File: src/hw/rtl/mqsb_pkg.sv
package mqsb_pkg;

    localparam int SLOTS      = 16;
    localparam int QUEUES     = 4;
    localparam int DATA_WIDTH = 32;

    localparam int SLOT_W  = $clog2(SLOTS);
    localparam int QIDX_W  = (QUEUES > 1) ? $clog2(QUEUES) : 1;
    localparam int QID_W   = 3;
    localparam int OUT_W   = 32;
    localparam int STAT_W  = 2;

    // operation codes
    localparam logic MODE_ENQ = 1'b0;
    localparam logic MODE_DEQ = 1'b1;

    // result status codes
    localparam logic [STAT_W-1:0] STATUS_OK    = 2'd0;
    localparam logic [STAT_W-1:0] STATUS_FULL  = 2'd1;
    localparam logic [STAT_W-1:0] STATUS_EMPTY = 2'd2;

    // slot pointer with valid flag, null when valid is low
    typedef struct packed {
        logic              valid;
        logic [SLOT_W-1:0] idx;
    } ptr_t;

    localparam int PTR_W = $bits(ptr_t);

    // request bundle towards the link store
    typedef struct packed {
        logic              re;
        logic [SLOT_W-1:0] raddr;
        logic              we;
        logic [SLOT_W-1:0] waddr;
        ptr_t              wdata;
    } link_req_t;

endpackage

File: src/hw/rtl/mqsb_ram.sv
module mqsb_ram #(
    parameter int WIDTH = 8,
    parameter int DEPTH = 16
) (
    input  logic                     clk,
    input  logic                     we,
    input  logic [$clog2(DEPTH)-1:0] waddr,
    input  logic [WIDTH-1:0]         wdata,
    input  logic                     re,
    input  logic [$clog2(DEPTH)-1:0] raddr,
    output logic [WIDTH-1:0]         rdata
);

    logic [WIDTH-1:0] mem [DEPTH];
    logic [WIDTH-1:0] rdata_reg;

    always_ff @(posedge clk)
    begin
        if (we)
        begin
            mem[waddr] <= wdata;
        end
        if (re)
        begin
            rdata_reg <= mem[raddr];
        end
    end

    assign rdata = rdata_reg;

endmodule

File: src/hw/rtl/mqsb_link_store.sv
module mqsb_link_store (
    input  logic                  clk,
    input  logic                  rst_n,
    input  mqsb_pkg::link_req_t   req,
    output mqsb_pkg::ptr_t        rdata
);
    import mqsb_pkg::*;

    logic [PTR_W-1:0]  ram_rdata;
    logic [SLOTS-1:0]  written_reg;
    logic              written_hold_reg;
    logic [SLOT_W-1:0] raddr_hold_reg;
    ptr_t              dflt;

    mqsb_ram #(
        .WIDTH (PTR_W),
        .DEPTH (SLOTS)
    ) u_ram (
        .clk   (clk),
        .we    (req.we),
        .waddr (req.waddr),
        .wdata (req.wdata),
        .re    (req.re),
        .raddr (req.raddr),
        .rdata (ram_rdata)
    );

    // entries never written read as the chained reset pattern
    always_ff @(posedge clk or negedge rst_n)
    begin
        if (!rst_n)
        begin
            written_reg      <= '0;
            written_hold_reg <= 1'b0;
            raddr_hold_reg   <= '0;
        end
        else
        begin
            if (req.we)
            begin
                written_reg[req.waddr] <= 1'b1;
            end
            if (req.re)
            begin
                written_hold_reg <= written_reg[req.raddr];
                raddr_hold_reg   <= req.raddr;
            end
        end
    end

    always_comb
    begin
        dflt.idx   = SLOT_W'(raddr_hold_reg + 1'b1);
        dflt.valid = (raddr_hold_reg != SLOT_W'(SLOTS - 1));
    end

    assign rdata = written_hold_reg ? ptr_t'(ram_rdata) : dflt;

endmodule

File: src/hw/rtl/multi_queue_shared_buffer_top.sv
// channel  | dir | beat fields (lowest bit up)                  | accepted when
// ---------+-----+----------------------------------------------+-------------------
// s_axis   | in  | tuser: mode[0], queue_id[3:1]; tdata: data_in | s_tvalid & s_tready
// m_axis   | out | tdata: data_out[31:0]; tuser: status[1:0]     | m_tvalid & m_tready
//
// one operation at a time: enqueue steps through EXEC, ENQ_B and ENQ_C, dequeue through EXEC
// and DEQ_B, a rejected beat ends in EXEC; the last step loads the result register, and the
// next beat is taken back in IDLE; set by the registered read of the link memory and its
// single write port (enqueue writes the new tail link and, for a non-empty queue, the old one)
// reset: all queues empty, free list chains every slot in order; no clearing pass, unwritten
// links read as the chained pattern through per-slot written flags
// a held result stalls only the final step; the next beat may be taken while it waits
module multi_queue_shared_buffer_top (
    input  logic        clk,
    input  logic        rst_n,
    input  logic        s_tvalid,
    output logic        s_tready,
    input  logic [31:0] s_tdata,   // data_in[31:0]
    input  logic [3:0]  s_tuser,   // mode[0], queue_id[3:1]
    output logic        m_tvalid,
    input  logic        m_tready,
    output logic [31:0] m_tdata,   // data_out[31:0]
    output logic [1:0]  m_tuser    // status[1:0]
);
    import mqsb_pkg::*;

    typedef enum logic [2:0] {
        ST_IDLE,
        ST_EXEC,
        ST_ENQ_B,
        ST_ENQ_C,
        ST_DEQ_B
    } state_t;

    state_t                state_reg;
    logic                  mode_reg;
    logic [QIDX_W-1:0]     q_reg;
    logic                  qok_reg;
    logic [DATA_WIDTH-1:0] din_reg;
    logic [SLOT_W-1:0]     slot_reg;
    ptr_t                  free_head_reg;
    ptr_t                  head_reg [QUEUES];
    logic [SLOT_W-1:0]     tail_reg [QUEUES];
    logic                  m_tvalid_reg;
    logic [OUT_W-1:0]      m_tdata_reg;
    logic [STAT_W-1:0]     m_tuser_reg;

    logic                  qid_ok;
    logic                  out_free;
    logic                  enq_ok;
    logic                  deq_ok;
    logic                  result_load;
    link_req_t             link_req;
    ptr_t                  link_rdata;
    logic                  data_we;
    logic                  data_re;
    logic [SLOT_W-1:0]     data_waddr;
    logic [SLOT_W-1:0]     data_raddr;
    logic [DATA_WIDTH-1:0] data_rdata;

    // link memory with reset pattern
    mqsb_link_store u_links (
        .clk   (clk),
        .rst_n (rst_n),
        .req   (link_req),
        .rdata (link_rdata)
    );

    // slot payload memory, no reset
    mqsb_ram #(
        .WIDTH (DATA_WIDTH),
        .DEPTH (SLOTS)
    ) u_data (
        .clk   (clk),
        .we    (data_we),
        .waddr (data_waddr),
        .wdata (din_reg),
        .re    (data_re),
        .raddr (data_raddr),
        .rdata (data_rdata)
    );

    assign qid_ok   = (s_tuser[3:1] != '0) &&
                      ({4'd0, s_tuser[3:1]} <= 7'(QUEUES));
    assign out_free = !m_tvalid_reg || m_tready;
    assign enq_ok   = (mode_reg == MODE_ENQ) && qok_reg && free_head_reg.valid;
    assign deq_ok   = (mode_reg == MODE_DEQ) && qok_reg && head_reg[q_reg].valid;

    // final step of an operation loads the result register
    assign result_load = out_free &&
                         (((state_reg == ST_EXEC) && !enq_ok && !deq_ok) ||
                          (state_reg == ST_ENQ_C) || (state_reg == ST_DEQ_B));

    // memory requests per step
    always_comb
    begin
        link_req   = '0;
        data_we    = 1'b0;
        data_re    = 1'b0;
        data_waddr = free_head_reg.idx;
        data_raddr = head_reg[q_reg].idx;
        unique case (state_reg)
            ST_EXEC:
            begin
                if (enq_ok)
                begin
                    // fetch the next free slot, store the payload
                    link_req.re    = 1'b1;
                    link_req.raddr = free_head_reg.idx;
                    data_we        = 1'b1;
                end
                else if (deq_ok)
                begin
                    link_req.re    = 1'b1;
                    link_req.raddr = head_reg[q_reg].idx;
                    data_re        = 1'b1;
                end
            end
            ST_ENQ_B:
            begin
                // new tail links to null
                link_req.we    = 1'b1;
                link_req.waddr = slot_reg;
                link_req.wdata = '0;
            end
            ST_ENQ_C:
            begin
                if (out_free && head_reg[q_reg].valid)
                begin
                    link_req.we          = 1'b1;
                    link_req.waddr       = tail_reg[q_reg];
                    link_req.wdata.valid = 1'b1;
                    link_req.wdata.idx   = slot_reg;
                end
            end
            ST_DEQ_B:
            begin
                if (out_free)
                begin
                    // freed slot goes to the front of the free list
                    link_req.we    = 1'b1;
                    link_req.waddr = slot_reg;
                    link_req.wdata = free_head_reg;
                end
            end
            default:
            begin
            end
        endcase
    end

    assign s_tready = (state_reg == ST_IDLE);

    always_ff @(posedge clk or negedge rst_n)
    begin
        if (!rst_n)
        begin
            state_reg           <= ST_IDLE;
            mode_reg            <= MODE_ENQ;
            q_reg               <= '0;
            qok_reg             <= 1'b0;
            din_reg             <= '0;
            slot_reg            <= '0;
            free_head_reg.valid <= 1'b1;
            free_head_reg.idx   <= '0;
            for (int i = 0; i < QUEUES; i++)
            begin
                head_reg[i] <= '0;
                tail_reg[i] <= '0;
            end
            m_tvalid_reg        <= 1'b0;
            m_tdata_reg         <= '0;
            m_tuser_reg         <= STATUS_OK;
        end
        else
        begin
            if (result_load)
            begin
                m_tvalid_reg <= 1'b1;
            end
            else if (m_tready)
            begin
                m_tvalid_reg <= 1'b0;
            end
            unique case (state_reg)
                ST_IDLE:
                begin
                    if (s_tvalid)
                    begin
                        mode_reg  <= s_tuser[0];
                        q_reg     <= QIDX_W'(QID_W'(s_tuser[3:1] - 1'b1));
                        qok_reg   <= qid_ok;
                        din_reg   <= s_tdata[DATA_WIDTH-1:0];
                        state_reg <= ST_EXEC;
                    end
                end
                ST_EXEC:
                begin
                    if (enq_ok)
                    begin
                        slot_reg  <= free_head_reg.idx;
                        state_reg <= ST_ENQ_B;
                    end
                    else if (deq_ok)
                    begin
                        slot_reg  <= head_reg[q_reg].idx;
                        state_reg <= ST_DEQ_B;
                    end
                    else if (out_free)
                    begin
                        // store full, queue empty or queue id out of range, nothing changes
                        m_tdata_reg  <= '1;
                        m_tuser_reg  <= (mode_reg == MODE_DEQ) ? STATUS_EMPTY : STATUS_FULL;
                        state_reg    <= ST_IDLE;
                    end
                end
                ST_ENQ_B:
                begin
                    free_head_reg <= link_rdata;
                    state_reg     <= ST_ENQ_C;
                end
                ST_ENQ_C:
                begin
                    if (out_free)
                    begin
                        if (!head_reg[q_reg].valid)
                        begin
                            head_reg[q_reg].valid <= 1'b1;
                            head_reg[q_reg].idx   <= slot_reg;
                        end
                        tail_reg[q_reg] <= slot_reg;
                        m_tdata_reg     <= '1;
                        m_tuser_reg     <= STATUS_OK;
                        state_reg       <= ST_IDLE;
                    end
                end
                ST_DEQ_B:
                begin
                    if (out_free)
                    begin
                        head_reg[q_reg]     <= link_rdata;
                        free_head_reg.valid <= 1'b1;
                        free_head_reg.idx   <= slot_reg;
                        m_tdata_reg         <= OUT_W'($signed(data_rdata));
                        m_tuser_reg         <= STATUS_OK;
                        state_reg           <= ST_IDLE;
                    end
                end
                default:
                begin
                    state_reg <= ST_IDLE;
                end
            endcase
        end
    end

    assign m_tvalid = m_tvalid_reg;
    assign m_tdata  = m_tdata_reg;
    assign m_tuser  = m_tuser_reg;

    // a result only appears at the end of an operation
    assert property (@(posedge clk) disable iff (!rst_n)
        $rose(m_tvalid) |-> ($past(state_reg) != ST_IDLE))
        else $error("result raised without an operation");

    // a completed dequeue always leaves a free slot
    assert property (@(posedge clk) disable iff (!rst_n)
        (state_reg == ST_DEQ_B && out_free) |=> free_head_reg.valid)
        else $error("free list empty after dequeue");

    // a completed enqueue leaves the queue non-empty
    assert property (@(posedge clk) disable iff (!rst_n)
        (state_reg == ST_ENQ_C && out_free) |=> head_reg[q_reg].valid)
        else $error("queue empty after enqueue");

endmodule

File: config.mk
export PLATFORM = sky130hd
export DESIGN_NAME = multi_queue_shared_buffer_top
export DESIGN_NICKNAME = d
export VERILOG_FILES = /design/src/hw/rtl/mqsb_pkg.sv /design/src/hw/rtl/mqsb_ram.sv /design/src/hw/rtl/mqsb_link_store.sv /design/src/hw/rtl/multi_queue_shared_buffer_top.sv
export SDC_FILE = /design/constraint.sdc
export NUM_CORES = 1
export LEC_CHECK = 0
export BUFFER_PORTS_ARGS = -buffer_cell sky130_fd_sc_hd__buf_2
export CAP_MARGIN = 30
export CORE_MARGIN = 4
export CORE_UTILIZATION = 65
export DETAILED_ROUTE_END_ITERATION = 6
export PLACE_DENSITY = 0.82
export SYNTH_ARGS = -nofsm -noshare
export SYNTH_HDL_FRONTEND = slang
export SYNTH_HIERARCHICAL = 1
export SYNTH_SLANG_ARGS = --single-unit
File: constraint.sdc
create_clock -name clk -period 11.6 [get_ports clk]
set_input_delay 1.16 -clock clk [delete_from_list [all_inputs] [get_ports clk]]
set_output_delay 1.16 -clock clk [all_outputs]
set_load 0.03 [all_outputs]
## Yosys cells after proc, flatten, opt, wreduce, memory -nomap -nowiden

Memory sizes are Yosys's and may differ from the RTL's. A register that Yosys moved wholly into a read port is not among the register bits.
Index checks and enable logic that the tools add are counted.

- $add $sub $neg: 2
- $lt $le $gt $ge: 6
- Equality and inequality tests: 13
- Mux-type cells: 64
- Bitwise operators: 3
- Reduce and logical (&&, ||, !) cells: 33

Operator list:

| operator | count |
|---|---|
| $mux 32 | 4 |
| $pmux 32 s3 | 1 |
| $bwmux 20 | 3 |
| $mux 20 | 3 |
| $mux 5 | 9 |
| $pmux 20 s2 | 1 |
| $demux 5 s2 | 3 |
| $pmux 10 s3 | 1 |
| $mux 4 | 6 |
| $mux 10 | 2 |
| $bwmux 16 | 1 |
| $or 16x16->16 | 1 |
| $ne 2x2->1 const B | 7 |
| $mux 1 | 13 |
| $mux 3 | 4 |
| $pmux 3 s4 | 1 |
| $logic_and 1x1->1 | 11 |
| $bmux 5 s2 | 1 |
| $lt 4x5->1 const B | 2 |
| $mux 2 | 5 |
| $pmux 5 s2 | 1 |
| $reduce_bool 2->1 | 5 |
| $bmux 4 s2 | 1 |
| $demux 4 s2 | 1 |
| 24 further kinds | 34 |

- Register bits after elaboration: 140
- Bits in writable memories: 592
- Input port bits: 40
- Logic and storage cells: 149
- Memories: 2

Memories:

| name | depth | bits a word | rd ports | clocked after memory_dff | write ports | line | text |
|---|---|---|---|---|---|---|---|
| u_data.mem | 16 | 32 | 1 | 1 | 1 | mqsb_ram.sv:14 | `logic [WIDTH-1:0] mem [DEPTH];` |
| u_links.u_ram.mem | 16 | 5 | 1 | 1 | 1 | mqsb_ram.sv:14 |  |

## Logic depth before layout (Yosys ltp)

Gate-level depths: netlist (run 1).

- Depth after elaboration: 12
- Depth in mapped cells: 9
- Mapped depth without buffers: 7

## Cells and area by module

The synthesis (run 1) kept the hierarchy.

Modules (own cells, without submodules):

| module | instances | cells each | area each (um2) | seq. area each (um2) |
|---|---|---|---|---|
| mqsb_ram (u_data) | 1 | 838 | 20155.6 | 16335.7 |
| multi_queue_shared_buffer_top | 1 | 471 | 5277.6 | 2979.1 |
| mqsb_ram (u_links.u_ram) | 1 | 155 | 3263.1 | 2552.4 |
| mqsb_link_store | 1 | 77 | 1004.7 | 525.5 |

## Least setup slack after synthesis (run 1)

No wires, ideal clock.

- Kind: reg-to-reg
- Start: register state_reg[0]
- End: memory u_data/mem[0][0] in the netlist's numbering (enable)
- Setup time: 461 ps
- Arrival time: 3782 ps
- Data required time: 11139 ps
- Setup slack: 7357 ps
- Stages on the path, launching flop included: 7
- Buffers on the path: 1
- Period minus slack after synthesis: 4243 ps
- Cells stage by stage: dfrtp_1 -> buf_2 -> nor2b_1 -> nand2_1 -> nor2_1 -> or3b_2 -> nor3_1

- Word-level cells in the longest chain between the ends: 4

Ends and longest elaborated chain:

| item | line | text |
|---|---|---|
| from (decl) | multi_queue_shared_buffer_top.sv:35 | `state_t state_reg;` |
| from (signal assigned) | multi_queue_shared_buffer_top.sv:158 | `state_reg <= ST_IDLE;` |
| from (signal assigned) | multi_queue_shared_buffer_top.sv:194 | `state_reg <= ST_EXEC;` |
| from (signal assigned) | multi_queue_shared_buffer_top.sv:202 | `state_reg <= ST_ENQ_B;` |
| $eq 3x1->1 | multi_queue_shared_buffer_top.sv:102 | `unique case (state_reg)` |
| $mux 1 | multi_queue_shared_buffer_top.sv:102 |  |
| named net data_we | multi_queue_shared_buffer_top.sv:55 | `logic data_we;` |
| $mux 1 | mqsb_ram.sv:19 | `if (we)` |
| $mux 1 (implied by the code) | mqsb_ram.sv:21 | `mem[waddr] <= wdata;` |
| to (decl) | mqsb_ram.sv:14 |  |

The timed path passes the listed nets, and every way through them passes these cells.

## Final worst setup path (run 1)

- Start: register q_reg[0]
- End: register u_data.rdata_reg[13], in the netlist u_data/rdata[13], read port of u_data.mem, data pin

- Elaborated cells between the ends (all ways): 8
- Classes of those cells: mux: 6; bitwise: 1; reduce/logical: 1

RTL lines:

| item | line | text |
|---|---|---|
| from (decl) | multi_queue_shared_buffer_top.sv:37 | `logic [QIDX_W-1:0] q_reg;` |
| from (signal assigned) | multi_queue_shared_buffer_top.sv:191 | `q_reg <= QIDX_W'(QID_W'(s_tuser[3:1] - 1'b1));` |
| $not 2->3 (implied by the code) | multi_queue_shared_buffer_top.sv:101 | `data_raddr = head_reg[q_reg].idx;` |
| $bmux 5 s2 | multi_queue_shared_buffer_top.sv:101 |  |
| $mux 5 (implied by the code) (2 in series) | multi_queue_shared_buffer_top.sv:87 | `assign deq_ok = (mode_reg == MODE_DEQ) && qok_reg && head_reg[q_reg].valid;` |
| named net data_raddr[0] | multi_queue_shared_buffer_top.sv:58 | `logic [SLOT_W-1:0] data_raddr;` |
| to (decl) | mqsb_ram.sv:15 | `logic [WIDTH-1:0] rdata_reg;` |

The timed path passes the listed nets, and every way through them passes these cells. The select of a mux whose other input is x is not followed.
A chain may end at the register's enable or synchronous reset.

==> impl_metrics.yaml, run 1 <==
placed_design:
  placed_cells: 2171
  worst_slack_after_detailed_placement_ps: 7390
  placement.io_buffers: 75
  dpl.hpwl_um: 34100
  place_congestion: 0.847
  placedInstanceArea_um2: 30800
clocking:
  postCtsHoldBufs: 0
  clk_latency_ps: 620
  cts.path.max_buffers: 3
  clk_transition_reported_paths_ps: 60
  clock-root-buffer: "sky130_fd_sc_hd__clkbuf_16"
  cts-buffers-inserted: 74
  cts_post_setup_buffers_inserted: 0
  cts.sink_count: 769
  tritoncts: "done"
  cts.repair.resized: 0
  h-tree-depth: 3
yosys:
  syn-instance-count: 1541
  syn-num-nets: 1583
  async_reset_ff_share_pct: 18.2
  yosysSeqAreaShare_pct: 75.4
  synthesis.area_um2: 29700
  yosys.cell_types.count: 52
  synthFlopType: "sky130_fd_sc_hd__edfxtp_1"
  postSynthRegisterBits: 769
  count_of_flip_flops_with_a_built_in_enable_after_synthesis: 629
  yosysWarnings: 6
  postSynthAreaPerCell_um2: 19.3
critical_path:
  cp.required_ps: 11960
  cp_cell_sequence: "mux4_4 -> buf_4 -> mux4_2 -> a22oi_1 -> nand2_1"
  critical_path.max_fanout: 46
  critical_path.n_buffers_inverters: 1
  critPathTopFamily: "multiplexers"
  critPathSlowestCell: "sky130_fd_sc_hd__mux4_4"
  startpoint_type: "flip-flop"
  setup.worst_path.class: "flip-flop to flip-flop"
  critical_path.endpoint_type: "flip-flop"
  worst_ep_arrival_time_ps: 4560
  slowest_delay_ps: 1010
  slack_of_the_worst_reg_to_reg_path_ps: 7400
pwr:
  power.share.sequential_pct: 54.2
  cellLeakagePower_nw: 10.9
  pwr_density_cell_nw_per_um2: 207
  swShare_pct: 26.5
  internal_power_mw: 5.05
  netSwitchingPower_mw: 1.82
  comb_power_share_pct: 11.9
  worst_ir_drop_vdd_uv: 150
  p_clk_share_pct: 33.9
  total_power_mw: 6.87
drt:
  final_antenna_net_count: 0
  postRouteWirelength_um: 68800
  drt-vias-per-instance: 6.79
  detail_route.first_pass.iterations: 5
  routedWlPerCell_um: 29.8
  dr.first_iter.drc_count: 1961
  via_count: 15700
  remaining_drc_errors: 0
finish:
  post_layout_nonfiller_instances: 2308
  top_register: "u_data/mem"
  layout.cells.most_common: "sky130_fd_sc_hd__edfxtp_1"
  final_std_cell_area_no_fill_um2: 33200
  antenna_cells_inserted: 0
  most_frequent_cells_in_the_layout: "sky130_fd_sc_hd__edfxtp_1 (629), sky130_fd_sc_hd__nand2_1 (175), sky130_fd_sc_hd__mux4_2 (154), sky130_fd_sc_hd__dfrtp_1 (139), sky130_fd_sc_hd__clkbuf_16 (76)"
  finish.net_count: 1690
  layout-drive-gt1-share_pct: 25.9
  reg_top3: "u_data/mem: 512 flops, u_links/u_ram/mem: 80 flops"
  largest_register_ffs: 512
  layout-area-overhead-vs-synth_pct: 11.8
sta:
  max_slew_margin_pct: 31.9
  timing_max_transition_violations_final: 0
  timing_hold_violations_final: 0
  skew_ps: 24.2
  achievable-frequency_mhz: 238
  setup_total_negative_slack_ps: 0
  rsz_0062_raised_after_global_routing: "no"
  final-setup-viol-count: 0
  worst_pin_slew_ps: 1020
  final.setup.worst_slack_ps: 7400
  timing.final.crit_period_ps: 4200
  fin_crit_sh_pct: 36.2
global_route:
  first_global_vias: 16300
  overflow: 0
  grtUsageTotal_pct: 28.4
  antenna_found_initial: 0
  wire_length_of_the_first_global_routing_pass_um: 104000
  grt_max_degree: 82
die:
  start_util_pct: 65.6
  fp-row-count: 78
  die-area_um2: 49200
  placeableCoreArea_um2: 45300
  design.portCount: 76
  die_width_um: 222
  die_height_um: 222
status:
  outcome: "finished, final reports clean"
worst_hold_path:
  worst_hold_path_type: "flip-flop to flip-flop"
job:
  cap_violations: 0
[layout make-up]
type | count | area [um^2]
clock inverters | 31 | 265
multi-input cells | 681 | 6980
repair buffers | 111 | 697
inverters | 11 | 41.3
flip-flops and latches | 769 | 22400
clock buffers | 105 | 2080
fillers | 2494 | 12100
well taps | 600 | 751
[metal layers]
layer / up-vias / track usage (%) / wire [um]
li1: 6408 / - / -
met1: 8101 / 39.3 / 24500
met2: 996 / 47.3 / 35400
met3: 175 / 4.66 / 6190
met4: 0 / 10.3 / 2690
met5: - / 0 / 0
[stage by stage]
step / hold WS, ps / utilization [%]
floorplan: 420 / -
global placement: 441 / 68.0
detailed placement: 451 / 68.1
CTS: 464 / 73.3
global route: 481 / 73.3
finish: 468 / 73.3
[power groups by stage]
stage	sequential [mW]	combinational, mW	clock [mW]
global placement	3.73	0.759	0
global route	3.77	0.884	2.49
finish	3.72	0.819	2.33
detailed placement	3.77	0.791	0
CTS	3.72	0.818	2.36
floorplan	3.62	0.641	0
[final timing paths]
| path | startpoint | endpoint | depth (start not counted) |
|---|---|---|---|
| setup / recovery | q_reg[0] | u_data/rdata[13] | 5 |
| hold / removal | u_links/written_reg[3] | u_links/written_reg[3] | 1 |
| setup reg to reg | q_reg[0] | u_data/rdata[13] | 5 |
| hold reg to reg | u_links/written_reg[3] | u_links/written_reg[3] | 1 |
| max in group asynchronous | rst_n | din_reg[9] | 2 |
| min in group asynchronous | rst_n | din_reg[26] | 1 |
[synth_stat cells (3+ instances only)]
library cell               count  area [um^2]
sky130_fd_sc_hd__nor2b_1       9         56.3
sky130_fd_sc_hd__dfrtp_1     139         3480
sky130_fd_sc_hd__a22oi_1      70          526
sky130_fd_sc_hd__nor4bb_1      4         40.0
sky130_fd_sc_hd__mux2_2       30          338
sky130_fd_sc_hd__mux4_1        6          158
sky130_fd_sc_hd__buf_2        11         55.1
sky130_fd_sc_hd__a21oi_1      10         50.1
sky130_fd_sc_hd__buf_12        4         80.1
sky130_fd_sc_hd__nand3b_1      7         52.6
sky130_fd_sc_hd__o22a_1       32          280
sky130_fd_sc_hd__nor3_1       16         80.1
sky130_fd_sc_hd__mux2_4        3         45.0
sky130_fd_sc_hd__nor2_1       35          131
sky130_fd_sc_hd__clkbuf_1     41          154
sky130_fd_sc_hd__a31o_2        3         26.3
sky130_fd_sc_hd__nand2_1     176          661
sky130_fd_sc_hd__mux4_2      154         3470
sky130_fd_sc_hd__o211ai_1      3         22.5
sky130_fd_sc_hd__a21o_1        6         45.0
sky130_fd_sc_hd__mux2i_1      11          110
sky130_fd_sc_hd__buf_4        11         82.6
sky130_fd_sc_hd__edfxtp_1    629        18900
sky130_fd_sc_hd__buf_1        11         41.3
sky130_fd_sc_hd__nand2b_1      6         37.5
sky130_fd_sc_hd__o21ai_0      26          130
sky130_fd_sc_hd__nand3_1      22          110
sky130_fd_sc_hd__a22o_1        8         70.1
sky130_fd_sc_hd__o21bai_1     13         97.6
sky130_fd_sc_hd__inv_1        11         41.3
[worst reg2reg max path, delay by kind of cell (launching register included)]
family	cells	cell delay, ps
muxes	2	1650
DFF	1	980
buffers and inverters	1	930
AOI/OAI and AO/OA	1	290
and+or+nand+nor	1	100
[logic make-up (layout without fill, tap and decap cells)]
family	Yosys count	count (layout)	share of synthesized area, %
xor+xnor	3	3	0.0885
compound gates	182	182	4.59
flops	769	769	75.4
mux	206	206	13.9
simple gates	288	288	4.29
buf+inv	91	258	1.61
fa+ha+maj	2	2	0.0842
Power figures use the tool's default switching activity.
==> inputs of run 2 (changes only) <==
--- a/config.mk
+++ b/config.mk
@@ -8,9 +8,9 @@
 export BUFFER_PORTS_ARGS = -buffer_cell sky130_fd_sc_hd__buf_2
 export CAP_MARGIN = 30
 export CORE_MARGIN = 4
-export CORE_UTILIZATION = 65
+export CORE_UTILIZATION = 62
 export DETAILED_ROUTE_END_ITERATION = 6
-export PLACE_DENSITY = 0.82
+export PLACE_DENSITY = 0.79
 export SYNTH_ARGS = -nofsm -noshare
 export SYNTH_HDL_FRONTEND = slang
 export SYNTH_HIERARCHICAL = 1
==> constraint.sdc (replaced) <==
create_clock -name clk -period 4.05 [get_ports clk]
set_input_delay 0.405 -clock clk [delete_from_list [all_inputs] [get_ports clk]]
set_output_delay 0.405 -clock clk [all_outputs]
set_load 0.03 [all_outputs]
==> run 2 against run 1 <==
  * Hold slack got worse by 440 ps
  * Sequential cell count did not move
  * Clock power increased to 2.9 times the previous value
  * Critical path depth grew 2
  * Via count decreased by 1.1%
  * Sequential power grew to 2.8 times the previous value
  * Utilization is 1.7 points lower
  * First-iteration DRC count is 3.1% lower
  * Combinational power increased to 2.9 times the previous value
  * Non-clock buffer count increased by 31
  * Critical endpoint is now u_links/u_ram/mem[0][4]
  * Largest cell class unchanged
  * Largest power group unchanged
  * Highest routed layer unchanged
==> impl_metrics.yaml, run 2 (same netlist as run 1, synthesis figures left out) <==
die:
  design.portCount: 76
  start_util_pct: 63.3
  die_width_um: 227
  fp-row-count: 79
  placeableCoreArea_um2: 47000
  die_height_um: 227
  die-area_um2: 51500
critical_path:
  startpoint_type: "flip-flop"
  timing.rr.end: "u_links/u_ram/mem[0][4]"
  critPathCapture: "u_links/u_ram/mem[0][4]"
  cp.required_ps: 4270
  ff2ff_path_depth: 7
  slowest_delay_ps: 650
  worstReg2RegStart: "state_reg[0]"
  setup.worst_path.class: "flip-flop to flip-flop"
  critical_path.endpoint_type: "flip-flop"
  critPathTopFamily: "simple AND/OR/NAND/NOR gates"
  worst-path-stages: 7
  critical_path.max_fanout: 17
  slack_of_the_worst_reg_to_reg_path_ps: 580
  worst_ep_arrival_time_ps: 3690
  crit_path_start: "state_reg[0]"
  cp_cell_sequence: "inv_1 -> nor3_1 -> nor3b_2 -> buf_4 -> or2_2 -> or3b_2 -> nor3_1"
  path_common_cell: "sky130_fd_sc_hd__nor3_1"
  critPathSlowestCell: "sky130_fd_sc_hd__dfrtp_1"
  critical_path.n_buffers_inverters: 2
clocking:
  cts_post_setup_buffers_inserted: 0
  cts.sink_count: 769
  cts.repair.resized: 0
  tritoncts: "done"
  clk_transition_reported_paths_ps: 70
  postCtsHoldBufs: 23
  clk_latency_ps: 600
  h-tree-depth: 3
  cts-buffers-inserted: 74
  clock-root-buffer: "sky130_fd_sc_hd__clkbuf_16"
  cts.path.max_buffers: 3
finish:
  antenna_cells_inserted: 0
  layout-area-overhead-vs-synth_pct: 13.3
  multi_input_area_um2: 6990
  reg_top3: "u_data/mem: 512 flops, u_links/u_ram/mem: 80 flops"
  largest_register_ffs: 512
  num-fill-cells: 2613
  layout.cells.most_common: "sky130_fd_sc_hd__edfxtp_1"
  most_frequent_cells_in_the_layout: "sky130_fd_sc_hd__edfxtp_1 (629), sky130_fd_sc_hd__nand2_1 (175), sky130_fd_sc_hd__mux4_2 (154), sky130_fd_sc_hd__dfrtp_1 (139), sky130_fd_sc_hd__clkbuf_16 (76)"
  finish.net_count: 1721
  layout-drive-gt1-share_pct: 26.1
  top_register: "u_data/mem"
  area.sequential_um2: 22400
global_route:
  wire_length_of_the_first_global_routing_pass_um: 100000
  antenna_found_initial: 0
  grtUsageTotal_pct: 26.3
  grt_max_degree: 129
  first_global_vias: 16200
  overflow: 0
pwr:
  total_power_mw: 19.7
  pwr_density_cell_nw_per_um2: 586
  cellLeakagePower_nw: 11.1
  worst_ir_drop_vdd_uv: 444
drt:
  drt-vias-per-instance: 6.61
  detail_route.first_pass.iterations: 6
  remaining_drc_errors: 0
  via_count: 15500
  postRouteWirelength_um: 65600
  final_antenna_net_count: 0
  routedWlPerCell_um: 27.9
  dr.first_iter.drc_count: 1901
sta:
  achievable-frequency_mhz: 288
  setup_total_negative_slack_ps: 0
  timing.final.crit_period_ps: 3470
  timing_max_transition_violations_final: 0
  final-setup-viol-count: 0
  skew_ps: 22.3
  fin_crit_sh_pct: 85.7
  timing_hold_violations_final: 0
  max_slew_margin_pct: 31.8
  worst_pin_slew_ps: 1020
  rsz_0062_raised_after_global_routing: "no"
job:
  cap_violations: 0
worst_hold_path:
  worst_hold_path_type: "input port to flip-flop"
  hold_start: "s_tdata[6]"
status:
  outcome: "finished, final reports clean"
placed_design:
  place_congestion: 0.860
  dpl.hpwl_um: 35400
  placement.io_buffers: 75
-- run 2: cell types whose count changed in the layout (fill, tap and decap cells not counted), moves of 2 or more --
cell                            delta
sky130_fd_sc_hd__dlygate4sd3_1    +23
sky130_fd_sc_hd__buf_12            +9
sky130_fd_sc_hd__clkinv_8          +2
sky130_fd_sc_hd__clkbuf_8          +5
sky130_fd_sc_hd__clkinv_1          -5
-- run 2: area by class of cell --
class | instances | share of cell area [%]
sequential | 769 | 66.5
multi-input combinational | 681 | 20.8
clock buffer | 111 | 6.40
timing repair buffer | 142 | 3.21
tap | 607 | 2.26
clock inverter | 27 | 0.695
inverter | 11 | 0.123
-- run 2: tightest hold or removal path: stages --
cell and delay [ps]:
sky130_fd_sc_hd__buf_2 80, sky130_fd_sc_hd__nand2_1 40, sky130_fd_sc_hd__nand2_1 50
-- run 2: per-stage QoR --
| step | cell area (um^2) | util [%] | std cells | hold WS [ps] | setup slack, ps |
|---|---|---|---|---|---|
| 2_1_floorplan | 29700 | - | 1541 | 109 | 148 |
| 6_report | 33600 | 71.7 | 2348 | 23.3 | 580 |
| 5_1_grt | 33600 | 71.7 | 2348 | 19.0 | 251 |
| 3_3_place_gp | 31000 | 66.1 | 2186 | 441 | 846 |
| 3_5_place_dp | 31000 | 66.1 | 2187 | 453 | 626 |
| 4_1_cts | 33600 | 71.7 | 2348 | 1.23 | 569 |
-- run 2: power by group --
group / internal (mW) / leakage (nW) / switching (mW)
combinational: 0.993 / 2.69 / 1.41
clock: 3.84 / 1.17 / 2.87
sequential: 9.70 / 7.25 / 0.927
-- run 2: how the worst min path moves through the flow --
| stage | to | slack, ps | cells past startpoint |
|---|---|---|---|
| 6_report | din_reg[6] | 20 | 3 |
| 5_1_grt | din_reg[6] | 20 | 3 |
| 4_1_cts | din_reg[15] | 1 | 3 |
| 3_5_place_dp | u_links/written_reg[2] | 450 | 1 |
| 3_3_place_gp | u_links/written_reg[2] | 440 | 1 |
| 2_1_floorplan | data_waddr[0] | 110 | 0 |
-- run 2: per-layer routing --
metal	wire, um	vias to the layer above	share of wire, %	global-route usage (%)
li1	-	6481	-	-
met1	25100	8116	38	36.8
met2	33100	764	50	42.7
met3	5300	154	8.1	4.48
met4	2170	0	3.3	9.47
met5	0	-	0	0
